**src/sv/rssp_pkg.sv**
```systemverilog
`default_nettype none

package rssp_pkg;

  typedef enum logic [1:0] {
    OP_TICK   = 2'd0,
    OP_CLEAR  = 2'd1,
    OP_APPEND = 2'd2,
    OP_START  = 2'd3
  } opcode_t;

  // One step of the profile. The heating flag is worked out when the step is
  // appended, from the target of the step appended just before it.
  typedef struct packed {
    logic               heating;
    logic [13:0]        ramp;
    logic signed [11:0] target;
    logic [13:0]        hold;
  } step_entry_t;

  // Measured temperature in 1/16 degree to setpoint units of 1/3600 degree.
  localparam logic signed [24:0] TEMP_SCALE = 25'sd225;
  // Whole degrees to setpoint units.
  localparam logic signed [24:0] HOUR_SCALE = 25'sd3600;
  // Hold minutes to seconds.
  localparam logic [19:0]        MIN_SCALE  = 20'd60;

endpackage

`default_nettype wire

```
**src/sv/rssp_ram.sv**
```systemverilog
`default_nettype none

module rssp_ram #(
  parameter int WIDTH = 8,
  parameter int DEPTH = 16,
  parameter int AW    = (DEPTH > 1) ? $clog2(DEPTH) : 1
) (
  input  wire logic             clk,
  input  wire logic             we,
  input  wire logic [AW-1:0]    waddr,
  input  wire logic [WIDTH-1:0] wdata,
  input  wire logic [AW-1:0]    raddr,
  output logic      [WIDTH-1:0] rdata
);

  logic [WIDTH-1:0] mem [DEPTH];

  // Write-first: a read of the address being written returns the new data.
  always_ff @(posedge clk) begin
    if (we) begin
      mem[waddr] <= wdata;
    end
    if (we && (waddr == raddr)) begin
      rdata <= wdata;
    end else begin
      rdata <= mem[raddr];
    end
  end

endmodule

`default_nettype wire

```
**src/sv/ramp_soak_setpoint_profiler.sv**
```systemverilog
`default_nettype none

// Ramp-and-soak setpoint profiler.
//
// The host issues one command item at a time on start together with opcode
// and the step fields. An item is taken at every clock edge where start is
// high and busy is low; busy never rises, so an item may be issued in every
// cycle. Opcodes: tick (once per second of a run), clear, append a step to
// the table, and start a run from the measured temperature.
//
// Every item produces exactly one result: done pulses for one cycle, in the
// cycle after the item was taken, and the result ports show the profile
// state after that item. The profile state stays on the ports until the next
// item, while finished and status are high only together with that done;
// the receiver cannot stall the block, so no result is ever held back.
// Each item is handled as it arrives: the step table is a small RAM
// whose read address tracks the active step, so the entry for the next item
// is already on the registered read port when that item arrives.
//
// Reset clears the step count, progress, setpoint and heater mode. The step
// table itself is not cleared; only entries below the step count are read.

module ramp_soak_setpoint_profiler #(
  parameter int MAX_STEPS = 16
) (
  input  wire logic                             clk,
  input  wire logic                             rst,
  input  wire logic                             start,
  output logic                                  busy,
  input  wire logic [1:0]                       opcode,
  input  wire logic signed [15:0]               measured_temp,
  input  wire logic [13:0]                      step_ramp,
  input  wire logic signed [11:0]               step_target,
  input  wire logic [13:0]                      step_hold_minutes,
  output logic                                  done,
  output logic signed [23:0]                    setpoint,
  output logic signed [23:0]                    start_setpoint,
  output logic [$clog2(MAX_STEPS + 1)-1:0]      step_index,
  output logic [23:0]                           runtime_seconds,
  output logic [19:0]                           hold_left,
  output logic                                  holding,
  output logic                                  heater_on,
  output logic                                  finished,
  output logic                                  status
);

  import rssp_pkg::*;

  localparam int CW = $clog2(MAX_STEPS + 1);
  localparam int AW = (MAX_STEPS > 1) ? $clog2(MAX_STEPS) : 1;

  // Profile state. The result ports are these registers themselves; the
  // hold count is kept at zero whenever no hold is running.
  logic [CW-1:0]      step_count, step_count_next;
  logic [CW-1:0]      step_index_next;
  logic signed [23:0] setpoint_next, start_setpoint_next;
  logic [23:0]        runtime_seconds_next;
  logic [19:0]        hold_left_next;
  logic               holding_next, heater_on_next;
  logic               finished_next, status_next;
  logic signed [11:0] last_target;

  step_entry_t        cur;
  step_entry_t        new_entry;
  logic               table_we;

  logic signed [24:0] meas;
  logic signed [24:0] tgt;
  logic signed [25:0] sp_move;
  logic signed [25:0] sp_clamped;
  logic               reached;

  assign busy = 1'b0;

  // The read address follows the next active step, so the entry is ready
  // on the cycle after any change of the step.
  rssp_ram #(
    .WIDTH ($bits(step_entry_t)),
    .DEPTH (MAX_STEPS),
    .AW    (AW)
  ) u_table (
    .clk   (clk),
    .we    (table_we),
    .waddr (step_count[AW-1:0]),
    .wdata (new_entry),
    .raddr (step_index_next[AW-1:0]),
    .rdata (cur)
  );

  // A step is heating unless its target lies below the previous target.
  // The first step after a clear is always heating.
  always_comb begin
    new_entry.heating = (step_count == '0) || !(step_target < last_target);
    new_entry.ramp    = step_ramp;
    new_entry.target  = step_target;
    new_entry.hold    = step_hold_minutes;
  end

  // Setpoint arithmetic for a tick, all in 1/3600 degree units.
  assign meas = 25'(measured_temp) * TEMP_SCALE;
  assign tgt  = 25'(cur.target) * HOUR_SCALE;

  always_comb begin
    if (cur.heating) begin
      sp_move = 26'(setpoint) + 26'(cur.ramp);
    end else begin
      sp_move = 26'(setpoint) - 26'(cur.ramp);
    end
    if ((cur.heating && (sp_move >= 26'(tgt))) ||
        (!cur.heating && (sp_move <= 26'(tgt)))) begin
      sp_clamped = 26'(tgt);
    end else begin
      sp_clamped = sp_move;
    end
  end

  // The step is done ramping once both the setpoint and the kiln are at
  // the target; this only starts a hold when none is already running.
  assign reached = !holding && (sp_clamped == 26'(tgt)) &&
                   ((cur.heating && (meas >= tgt)) || (!cur.heating && (meas <= tgt)));

  always_comb begin
    step_count_next      = step_count;
    step_index_next      = step_index;
    setpoint_next        = setpoint;
    start_setpoint_next  = start_setpoint;
    runtime_seconds_next = runtime_seconds;
    hold_left_next       = hold_left;
    holding_next         = holding;
    heater_on_next       = heater_on;
    finished_next        = 1'b0;
    status_next          = 1'b0;
    table_we             = 1'b0;

    if (start) begin
      unique case (opcode_t'(opcode))
        OP_TICK: begin
          if (step_count != '0) begin
            if (step_index >= step_count) begin
              // Schedule ended: drop the table and shut the heater off.
              step_count_next      = '0;
              step_index_next      = '0;
              runtime_seconds_next = '0;
              hold_left_next       = '0;
              holding_next         = 1'b0;
              heater_on_next       = 1'b0;
              finished_next        = 1'b1;
            end else begin
              if (runtime_seconds != '1) begin
                runtime_seconds_next = runtime_seconds + 24'd1;
              end
              if (reached && (cur.hold != '0)) begin
                // The first second of the hold is counted on this tick.
                holding_next   = 1'b1;
                hold_left_next = 20'(cur.hold) * MIN_SCALE - 20'd1;
              end else if (reached) begin
                step_index_next = step_index + CW'(1);
              end else if (holding) begin
                if (hold_left <= 20'd1) begin
                  holding_next    = 1'b0;
                  hold_left_next  = '0;
                  step_index_next = step_index + CW'(1);
                end else begin
                  hold_left_next = hold_left - 20'd1;
                end
              end else begin
                setpoint_next = 24'(sp_clamped);
              end
            end
          end
        end
        OP_CLEAR: begin
          step_count_next      = '0;
          step_index_next      = '0;
          runtime_seconds_next = '0;
          hold_left_next       = '0;
          holding_next         = 1'b0;
          heater_on_next       = 1'b0;
        end
        OP_APPEND: begin
          if (step_count < CW'(MAX_STEPS)) begin
            table_we        = 1'b1;
            step_count_next = step_count + CW'(1);
          end else begin
            status_next = 1'b1;
          end
        end
        OP_START: begin
          // The table is kept; the run starts from the kiln temperature.
          step_index_next      = '0;
          runtime_seconds_next = '0;
          hold_left_next       = '0;
          holding_next         = 1'b0;
          setpoint_next        = 24'(meas);
          start_setpoint_next  = 24'(meas);
          heater_on_next       = 1'b1;
        end
        default: begin
          step_count_next = step_count;
        end
      endcase
    end
  end

  always_ff @(posedge clk) begin
    if (rst) begin
      step_count      <= '0;
      step_index      <= '0;
      setpoint        <= '0;
      start_setpoint  <= '0;
      runtime_seconds <= '0;
      hold_left       <= '0;
      holding         <= 1'b0;
      heater_on       <= 1'b0;
      finished        <= 1'b0;
      status          <= 1'b0;
      done            <= 1'b0;
    end else begin
      step_count      <= step_count_next;
      step_index      <= step_index_next;
      setpoint        <= setpoint_next;
      start_setpoint  <= start_setpoint_next;
      runtime_seconds <= runtime_seconds_next;
      hold_left       <= hold_left_next;
      holding         <= holding_next;
      heater_on       <= heater_on_next;
      finished        <= finished_next;
      status          <= status_next;
      done            <= start;
    end
  end

  // Target of the most recently appended step, for the heating flag.
  always_ff @(posedge clk) begin
    if (table_we) begin
      last_target <= step_target;
    end
  end

endmodule

`default_nettype wire

```
**config.mk**
```make
export PLATFORM = sky130hd
export DESIGN_NAME = ramp_soak_setpoint_profiler
export DESIGN_NICKNAME = d
export VERILOG_FILES = /design/src/sv/rssp_pkg.sv /design/src/sv/rssp_ram.sv /design/src/sv/ramp_soak_setpoint_profiler.sv
export SDC_FILE = /design/constraint.sdc
export NUM_CORES = 1
export LEC_CHECK = 0
export BUFFER_PORTS_ARGS = -buffer_cell sky130_fd_sc_hd__buf_2
export CORE_MARGIN = 5
export CORE_UTILIZATION = 55
export DETAILED_ROUTE_END_ITERATION = 8
export PLACE_DENSITY_LB_ADDON = 0.05
export SLEW_MARGIN = 5
export SYNTH_ARGS = -nofsm -noshare
export SYNTH_HDL_FRONTEND = slang
export SYNTH_SLANG_ARGS = --single-unit
```
**constraint.sdc**
```tcl
create_clock -name clk -period 13.6 [get_ports clk]
set_input_delay 2.72 -clock clk [delete_from_list [all_inputs] [get_ports clk]]
set_output_delay 2.72 -clock clk [all_outputs]
set_load 0.1 [all_outputs]
```
* Yosys cells after proc, flatten, opt, wreduce, memory -nomap -nowiden *
Memories as Yosys holds them, arrays and structs flattened. A register that Yosys moved wholly into a read port is not among the register bits.
Cells that the tools add are included.

storage, ports and cells
  register bits = 119
  memory bits (writable) = 656
  input port bits = 61
  word-level logic and storage cells = 134
  memories = 1

memory list
  name         words  width  rd ports  clocked after Yosys merged registers in  wr ports  RTL line        RTL
  u_table.mem  16     41     1         1                                        1         rssp_ram.sv:16  logic [WIDTH-1:0] mem [DEPTH];

cells by class
  add/subtract/negate cells = 7
  $mul = 3
  order comparisons = 8
  eq/ne operators = 18
  multiplexer cells = 48
  bitwise gates (word level) = 4
  reduce and logical (&&, ||, !) cells = 32

operators with widths
  kind                   count
  $mux 24                8
  $mux 20                6
  $pmux 24 s2            2
  $mux 26                2
  $mux 5                 9
  $pmux 20 s2            1
  $sub 20x1->20 const B  2
  $eq 26x25->1           1
  $ge 26x25->1           1
  $le 26x25->1           1
  $add 24x15->25         1
  $ge 25x25->1           1
  $le 25x25->1           1
  $mul 16x9->25 const B  1
  $sub 24x15->25         1
  $add 24x1->24 const B  1
  $ne 24x24->1 const B   1
  $mul 12x9->21 const B  1
  $le 20x1->1 const B    1
  $mul 14x4->18 const B  1
  $ne 4x4->1 const B     4
  $mux 1                 15
  $pmux 5 s3             1
  $ne 2x2->1 const B     7
  29 further kinds       50

* Depth between registers and ports, before layout *
Gate-level depths: netlist of the first run.

  depth after elaboration = 15
  depth in mapped cells = 39

* Modules after synthesis *
A second synthesis of the first run with hierarchy kept.

unflattened totals
  cells, all modules = 2758
  area total of the unflattened synthesis = 39156.3 um^2

by module, submodules not included
  module                       instances  cells an instance  area each (um^2)  sequential area each (um^2)
  rssp_ram                     1          1029               24634.9           19779.0
  ramp_soak_setpoint_profiler  1          1729               14521.4           2502.4

* Worst setup path after synthesis of the first run *
Ideal clock, no wire load.

  kind = register to register
  from = register with a tool-made name
  to = register setpoint[1]
  arrival = 10.044 ns
  path slack = 3.464 ns
  cell stages (with the launch flop) = 40
  buffers on the path = 10
  cells stage by stage = dfxtp_1 > buf_6 > buf_8 > buf_6 > buf_4 > buf_2 > buf_2 > clkbuf_1 > buf_2 > buf_1 > mux4_2 > mux4_2 > ha_1 > fa_1 > inv_1 > fa_1 > inv_1 > ha_1 > [... 4 more ...] > nor2_1 > xnor2_1 > inv_1 > ha_1 > nand4_1 > a211oi_1 > o41ai_1 > o211ai_1 > nand4_1 > a221oi_1 > o221ai_1 > o21ai_0 > mux2i_2 > o21ai_0 > a31oi_1 > buf_2 > nor2_1 > a311oi_1

RTL lines
  what                    RTL line                            RTL
  end signal: assignment  ramp_soak_setpoint_profiler.sv:221  setpoint <= setpoint_next;
  end: declaration        ramp_soak_setpoint_profiler.sv:36   output logic signed [23:0] setpoint,

==> insert_results.sql, run 1 <==
INSERT INTO impl_metrics (metric_group, metric, value, unit) VALUES
('placement', 'dp_hpwl', '62.4', 'mm'),
('cts', 'cts_num_sinks', '779', ''),
('cts', 'clock_latency', '0.64', 'ns'),
('sta', 'final_min_period_over_clock_period', '0.843', ''),
('synthesis', 'mappedNetlistArea', '39500', 'µm²'),
('sta', 'worstMarginPinSlew', '1.19', 'ns'),
('worst_setup_path', 'start_kind', 'register', ''),
('sta', 'timing.final.max_slew_violations', '0', ''),
('synthesis', 'postSynth.topFlopCell', 'sky130_fd_sc_hd__edfxtp_1', ''),
('synthesis', 'syn_nets', '3062', ''),
('synthesis', 'netlist_top_cells_area', 'sky130_fd_sc_hd__edfxtp_1, sky130_fd_sc_hd__mux4_2, sky130_fd_sc_hd__ha_1', ''),
('synthesis', 'fraction_of_the_yosys_area_taken_by_sequential_cells', '0.564', ''),
('finish', 'instances_no_fill', '3919', ''),
('hold_path', 'worstHoldEndpoint', 'start_setpoint[11]', ''),
('die', 'initial_core_util', '0.554', ''),
('global_routing', 'largest_net_degree_at_the_start_of_global_routing', '52', ''),
('worst_setup_path', 'critical_path_fanouts_max', '47', ''),
('global_routing', 'globalRouteOverflowTotal', '0', ''),
('synthesis', 'postSynthCellCount', '2715', ''),
('sta', 'timing.final.hold_violations', '0', ''),
('synthesis', 'post_synthesis_register_bit_count', '779', ''),
('worst_setup_path', 'crit_path_max_incr_delay', '1.05', 'ns'),
('worst_setup_path', 'crit_arrival', '11.99', 'ns'),
('global_routing', 'antenna_found_initial', '6', ''),
('sta', 'slew-limit-headroom', '0.206', ''),
('cts', 'reg_clk_slew_reported_paths', '0.06', 'ns'),
('finish', 'layout-area-overhead-vs-synth', '11.9', '%'),
('finish', 'fraction_of_layout_instances_using_a_drive_strength_above_1', '0.188', ''),
('cts', 'cts.repair_timing.setup_buffer_count', '0', ''),
('die', 'chipHeight', '278', 'µm'),
('cts', 'cts-root-buf', 'sky130_fd_sc_hd__clkbuf_16', ''),
('synthesis', 'synth_edf_count', '668', ''),
('worst_setup_path', 'number_of_cell_instances_on_the_worst_register_to_register_path', '30', ''),
('cts', 'post_cts_resize_count', '0', ''),
('worst_setup_path', 'critical_path.reg2reg.endpoint', 'setpoint[8]', ''),
('finish', 'fin_nets', '3247', ''),
('power', 'leakage_power_figure', '16.1', 'nW'),
('detailed_routing', 'antenna_violating_nets_post_route', '0', ''),
('sta', 'fmax', '87.2', 'MHz'),
('worst_setup_path', 'worst-r2r-setup-slack', '2.13', 'ns'),
('global_routing', 'first_global_vias', '23900', ''),
('placement', 'io_buffers', '162', ''),
('worst_setup_path', 'critPathRequiredTime', '14.12', 'ns'),
('sta', 'finalCriticalPeriod', '11.47', 'ns'),
('placement', 'placed_cells_incl_taps', '3767', ''),
('detailed_routing', 'avgRoutedWirePerCell', '25.0', 'µm'),
('detailed_routing', 'drtPass1Iterations', '6', ''),
('cts', 'cts_buffers', '81', ''),
('sta', 'final.setup.worst_slack', '2.13', 'ns'),
('global_routing', 'use_met1', '0.360', ''),
('global_routing', 'grt.met2_usage', '0.408', ''),
('cts', 'cts.htree.levels', '3', ''),
('placement', 'worst_slack_at_placement', '2.24', 'ns'),
('sta', 'final.setup_skew', '0.0444', 'ns'),
('die', 'die_x', '278', 'µm'),
('worst_setup_path', 'critical_path.slowest_cell', 'sky130_fd_sc_hd__a31oi_4', ''),
('cts', 'cts_hold_repair.buffers', '0', ''),
('sta', 'unrepaired_setup_endpoints_after_global_routing', 'no', ''),
('global_routing', 'global_route_wire_length_before_repair', '148', 'mm'),
('global_routing', 'globalRoute.busiestLayer', 'met2', ''),
('finish', 'final_util', '0.619', ''),
('die', 'io_pins', '164', ''),
('die', 'core', '71400', 'µm²'),
('synthesis', 'synth.largest_area_cell', 'sky130_fd_sc_hd__edfxtp_1', ''),
('worst_setup_path', 'critPathKind', 'register to register', ''),
('synthesis', 'post_synth.cell_area_avg', '14.6', 'µm²'),
('synthesis', 'postSynth.asyncResetShare', '0', ''),
('synthesis', 'synth_top_area_share', '0.508', ''),
('run_status', 'run_status', 'finished, final reports clean', ''),
('power', 'peakVddDrop', '0.000112', 'V'),
('die', 'dieArea', '77300', 'µm²');
## area by class of cell
class	count	area [µm²]
fill	5367	27200
sequential	779	22300
multi-input combinational	1670	16300
clock buffer	97	2140
tap	950	1190
timing repair buffer	197	1070
inverter	171	642
clock inverter	53	584
antenna	2	5.00
## per-stage QoR
step           cell area, µm²  hold slack (ns)  power [W]
2_1_floorplan           39500            0.494    0.00392
5_1_grt                 44200            0.467    0.00690
6_report                44200            0.451    0.00659
3_5_place_dp            41500            0.445    0.00438
3_3_place_gp            41500            0.441    0.00436
4_1_cts                 44200            0.453    0.00662
## state kept, by name, indices dropped and copies added, names as in the netlist, named ones only
signal and flops:
done 1, finished 1, heater_on 1, hold_left 20, holding 1, last_target 12, runtime_seconds 24, setpoint 24
start_setpoint 24, status 1, step_count 5, step_index 5, u_table.mem 656
## per-layer routing
layer,up-vias,routed length (µm)
met2,821,47200
met5,-,46
li1,10800,-
met3,140,6150
met4,6,2300
met1,12200,42400
## cell usage after synthesis (29+ instances only)
cell / number
sky130_fd_sc_hd__xor2_1: 66
sky130_fd_sc_hd__a21oi_1: 121
sky130_fd_sc_hd__nand2_1: 189
sky130_fd_sc_hd__nor3_1: 35
sky130_fd_sc_hd__mux4_2: 191
sky130_fd_sc_hd__xnor2_1: 78
sky130_fd_sc_hd__clkbuf_1: 46
sky130_fd_sc_hd__ha_1: 216
sky130_fd_sc_hd__fa_1: 70
sky130_fd_sc_hd__inv_1: 171
sky130_fd_sc_hd__nand4_1: 29
sky130_fd_sc_hd__edfxtp_1: 668
sky130_fd_sc_hd__o21ai_0: 67
sky130_fd_sc_hd__mux2i_1: 54
sky130_fd_sc_hd__nor2_1: 153
sky130_fd_sc_hd__a21o_1: 33
sky130_fd_sc_hd__dfxtp_1: 111
## cells in the final DEF (no fill, tap or decap), drive strengths merged, types with 70 or more instances in the layout
cell type    n
ha         216
clkbuf      97
edfxtp     668
fa          70
dfxtp      111
nor2       153
inv        178
xnor2       78
buf        197
nand2      189
mux4       198
a21oi      123
## critical path: cells and delay by family (launching register included)
kind | cells | cell delay, ns
AOI/OAI and AO/OA | 13 | 5.25
xor gates and xnor gates | 1 | 0.17
adders and majority gates | 2 | 0.73
buffers and inverters | 1 | 0.47
DFF | 1 | 0.96
muxes | 2 | 1.46
and+or+nand+nor | 11 | 2.26
## report_power, final
group | internal (W) | total, W | switching, W
logic | 0.000603 | 0.00171 | 0.00111
clock network | 0.00129 | 0.00225 | 0.000953
registers | 0.00262 | 0.00264 | 0.0000210
## cell families (layout without fill, tap and decap cells)
group                      count (synthesis)  count (layout)  share of synthesized area
other                                      1               3                  0.0000949
and+or+nand+nor                          569             569                     0.0695
muxes                                    257             257                      0.129
xor gates and xnor gates                 153             153                     0.0371
DFF                                      779             779                      0.564
adders and majority gates                287             287                      0.104
buffers and inverters                    266             518                     0.0273
AOI/OAI and AO/OA                        403             403                     0.0691
## worst max-delay path by stage
stage | endpoint | slack [ns]
2_1_floorplan | setpoint[1] | 3.46
3_3_place_gp | setpoint[8] | 2.70
3_5_place_dp | setpoint[8] | 2.24
4_1_cts | setpoint[8] | 2.21
5_1_grt | setpoint[8] | 1.19
6_report | setpoint[8] | 2.13
(Power assumes the default switching activity.)
==> inputs of run 2 (changes only) <==
==> constraint.sdc (replaced) <==
create_clock -name clk -period 11.4 [get_ports clk]
set_input_delay 2.28 -clock clk [delete_from_list [all_inputs] [get_ports clk]]
set_output_delay 2.28 -clock clk [all_outputs]
set_load 0.1 [all_outputs]
==> run 2 against run 1 <==
Compared with the run above:
- maximum frequency is 12% higher
- routed wire length is 0.20% lower
- sequential cell count stayed put
- global-route usage hardly changed
- hold slack hardly changed
- combinational power is 21% higher
- power is 17% higher
- die area stayed put
- critical path type unchanged
- critical endpoint unchanged
- highest routed layer unchanged
==> insert_results.sql, run 2 (synthesis results as in run 1) <==
INSERT INTO impl_metrics (metric_group, metric, value, unit) VALUES
('die', 'std_cell_rows', '98', ''),
('detailed_routing', 'remaining_drc_errors', '0', ''),
('worst_setup_path', 'worst-r2r-setup-slack', '1.15', 'ns'),
('sta', 'timing.final.max_slew_violations', '0', ''),
('cts', 'cts_num_sinks', '779', ''),
('sta', 'fmax', '97.6', 'MHz'),
('worst_setup_path', 'crit_path_end_kind', 'register', ''),
('sta', 'timing.final.hold_violations', '0', ''),
('detailed_routing', 'initialDrtViolationCount', '2361', ''),
('worst_setup_path', 'crit_arrival', '10.77', 'ns'),
('finish', 'fill_cells', '5394', ''),
('die', 'core', '71400', 'µm²'),
('sta', 'finalCriticalPeriod', '10.25', 'ns'),
('die', 'die_x', '278', 'µm'),
('cts', 'cts_hold_repair.buffers', '0', ''),
('sta', 'hold-worst-slack', '0.451', 'ns'),
('finish', 'layout_commonest_cell', 'sky130_fd_sc_hd__edfxtp_1', ''),
('finish', 'layout_common_cells', 'sky130_fd_sc_hd__edfxtp_1, sky130_fd_sc_hd__ha_1, sky130_fd_sc_hd__mux4_2', ''),
('detailed_routing', 'vias', '24100', ''),
('cts', 'cts_buffers', '81', ''),
('cts', 'cts_tree', 'built', ''),
('detailed_routing', 'antenna_violating_nets_post_route', '0', ''),
('run_status', 'run_status', 'finished, final reports clean', ''),
('die', 'chipHeight', '278', 'µm'),
('power', 'leakage_power_figure', '16.1', 'nW'),
('cts', 'cts.repair_timing.setup_buffer_count', '0', ''),
('placement', 'dp_hpwl', '62.2', 'mm'),
('cts', 'cts-root-buf', 'sky130_fd_sc_hd__clkbuf_16', ''),
('placement', 'io_buffers', '162', ''),
('worst_setup_path', 'crit_path_max_incr_delay', '0.83', 'ns'),
('global_routing', 'first_global_vias', '23800', ''),
('sta', 'final.setup_skew', '0.0253', 'ns'),
('placement', 'gpl.final_weighted_congestion', '0.942', ''),
('finish', 'final_util', '0.618', ''),
('worst_setup_path', 'critical_path_fanouts_max', '31', ''),
('global_routing', 'globalRouteOverflowTotal', '0', ''),
('sta', 'unrepaired_setup_endpoints_after_global_routing', 'no', ''),
('worst_setup_path', 'critPathRequiredTime', '11.92', 'ns'),
('global_routing', 'global_route_wire_length_before_repair', '149', 'mm'),
('finish', 'registers.top_by_ff_count', 'u_table.mem', ''),
('cts', 'reg_clk_slew_reported_paths', '0.06', 'ns'),
('die', 'initial_core_util', '0.554', ''),
('die', 'dieArea', '77300', 'µm²'),
('hold_path', 'hp-class', 'register to register', ''),
('global_routing', 'largest_net_degree_at_the_start_of_global_routing', '54', ''),
('worst_setup_path', 'number_of_cell_instances_on_the_worst_register_to_register_path', '31', ''),
('sta', 'setup_total_negative_slack', '0', 'ns'),
('power', 'cellPowerDensity', '175', 'nW/µm²'),
('sta', 'final_min_period_over_clock_period', '0.899', ''),
('sta', 'setup_viols_final', '0', ''),
('finish', 'layout-area-overhead-vs-synth', '11.6', '%'),
('placement', 'placed_cells_incl_taps', '3774', ''),
('sta', 'worstMarginPinSlew', '1.02', 'ns'),
('finish', 'instances_no_fill', '3925', ''),
('global_routing', 'antenna_found_initial', '4', ''),
('cts', 'post_cts_resize_count', '0', ''),
('finish', 'fraction_of_layout_instances_using_a_drive_strength_above_1', '0.188', ''),
('power', 'peakVddDrop', '0.000142', 'V'),
('worst_setup_path', 'critical_path.slowest_cell', 'sky130_fd_sc_hd__a2111oi_1', ''),
('global_routing', 'groute.usage.overall', '0.250', ''),
('finish', 'antenna_cells', '0', ''),
('worst_setup_path', 'start_kind', 'register', ''),
('detailed_routing', 'drt-vias-per-instance', '6.15', ''),
('cts', 'cts.htree.levels', '3', ''),
('die', 'io_pins', '164', ''),
('detailed_routing', 'drtPass1Iterations', '6', ''),
('cts', 'maximum_root_to_sink_buffer_count', '3', ''),
('run', 'cap_viol_max_count', '0', ''),
('worst_setup_path', 'path_common_cell', 'sky130_fd_sc_hd__o21ai_0', ''),
('finish', 'largest_reg_flops', '656', ''),
('cts', 'clock_latency', '0.63', 'ns'),
('power', 'finalPower', '0.00772', 'W'),
('sta', 'slew-limit-headroom', '0.320', ''),
('hold_path', 'worstHoldStart', 'start_setpoint[12]', ''),
('finish', 'fin_nets', '3254', ''),
('detailed_routing', 'avgRoutedWirePerCell', '24.9', 'µm'),
('worst_setup_path', 'critical_path.endpoint', 'setpoint[8]', ''),
('detailed_routing', 'detail_route.wirelength', '97.9', 'mm'),
('worst_setup_path', 'critPathKind', 'register to register', ''),
('worst_setup_path', 'critical_path.reg2reg.endpoint', 'setpoint[8]', '');
-- run 2: stage by stage --
stage	cell area (µm²)	setup WS, ns
6_report	44100	1.15
3_5_place_dp	41500	1.38
3_3_place_gp	41500	1.64
4_1_cts	44100	1.31
2_1_floorplan	39500	1.26
5_1_grt	44100	0.309
-- run 2: routing by layer --
layer  wire (µm)  part of all wire  track usage  vias up
li1            -                 -            -    10800
met1       42600              0.44        0.366    12300
met2       47300              0.48        0.409      877
met3        6150             0.063       0.0323      128
met4        1880             0.019       0.0559        2
met5           7          0.000071            0        -
-- run 2: final cells by class --
| type | count | area [µm²] | share of cell area |
|---|---|---|---|
| Clock buffer | 100 | 2130 | 0.0484 |
| Clock inverter | 51 | 397 | 0.00900 |
| Inverter | 171 | 642 | 0.0146 |
| Multi-Input combinational cell | 1670 | 16300 | 0.369 |
| Sequential cell | 779 | 22300 | 0.506 |
| Tap cell | 950 | 1190 | 0.0270 |
| Timing Repair Buffer | 204 | 1140 | 0.0258 |
-- run 2: worst min path at each step --
stage / endpoint / cells past startpoint
global route: start_setpoint[12] / 2
CTS: start_setpoint[12] / 2
finish: start_setpoint[12] / 2
global placement: start_setpoint[3] / 2
floorplan: status / 2
detailed placement: start_setpoint[12] / 2
-- run 2: power breakdown --
group	total [W]	switching (W)	internal, W
logic	0.00207	0.00134	0.000731
clock network	0.00251	0.00112	0.00139
registers	0.00314	0.0000217	0.00312
total	0.00772	0.00248	0.00524
-- run 2: critical path, delay by kind of cell (launching register included) --
family                     cells  cell delay (ns)
DFF                            1             0.78
and+or+nand+nor               11             2.45
AOI/OAI and AO/OA             13             4.48
xor gates and xnor gates       1             0.17
muxes                          2             0.86
buffers and inverters          2             0.70
adders and majority gates      2             0.65
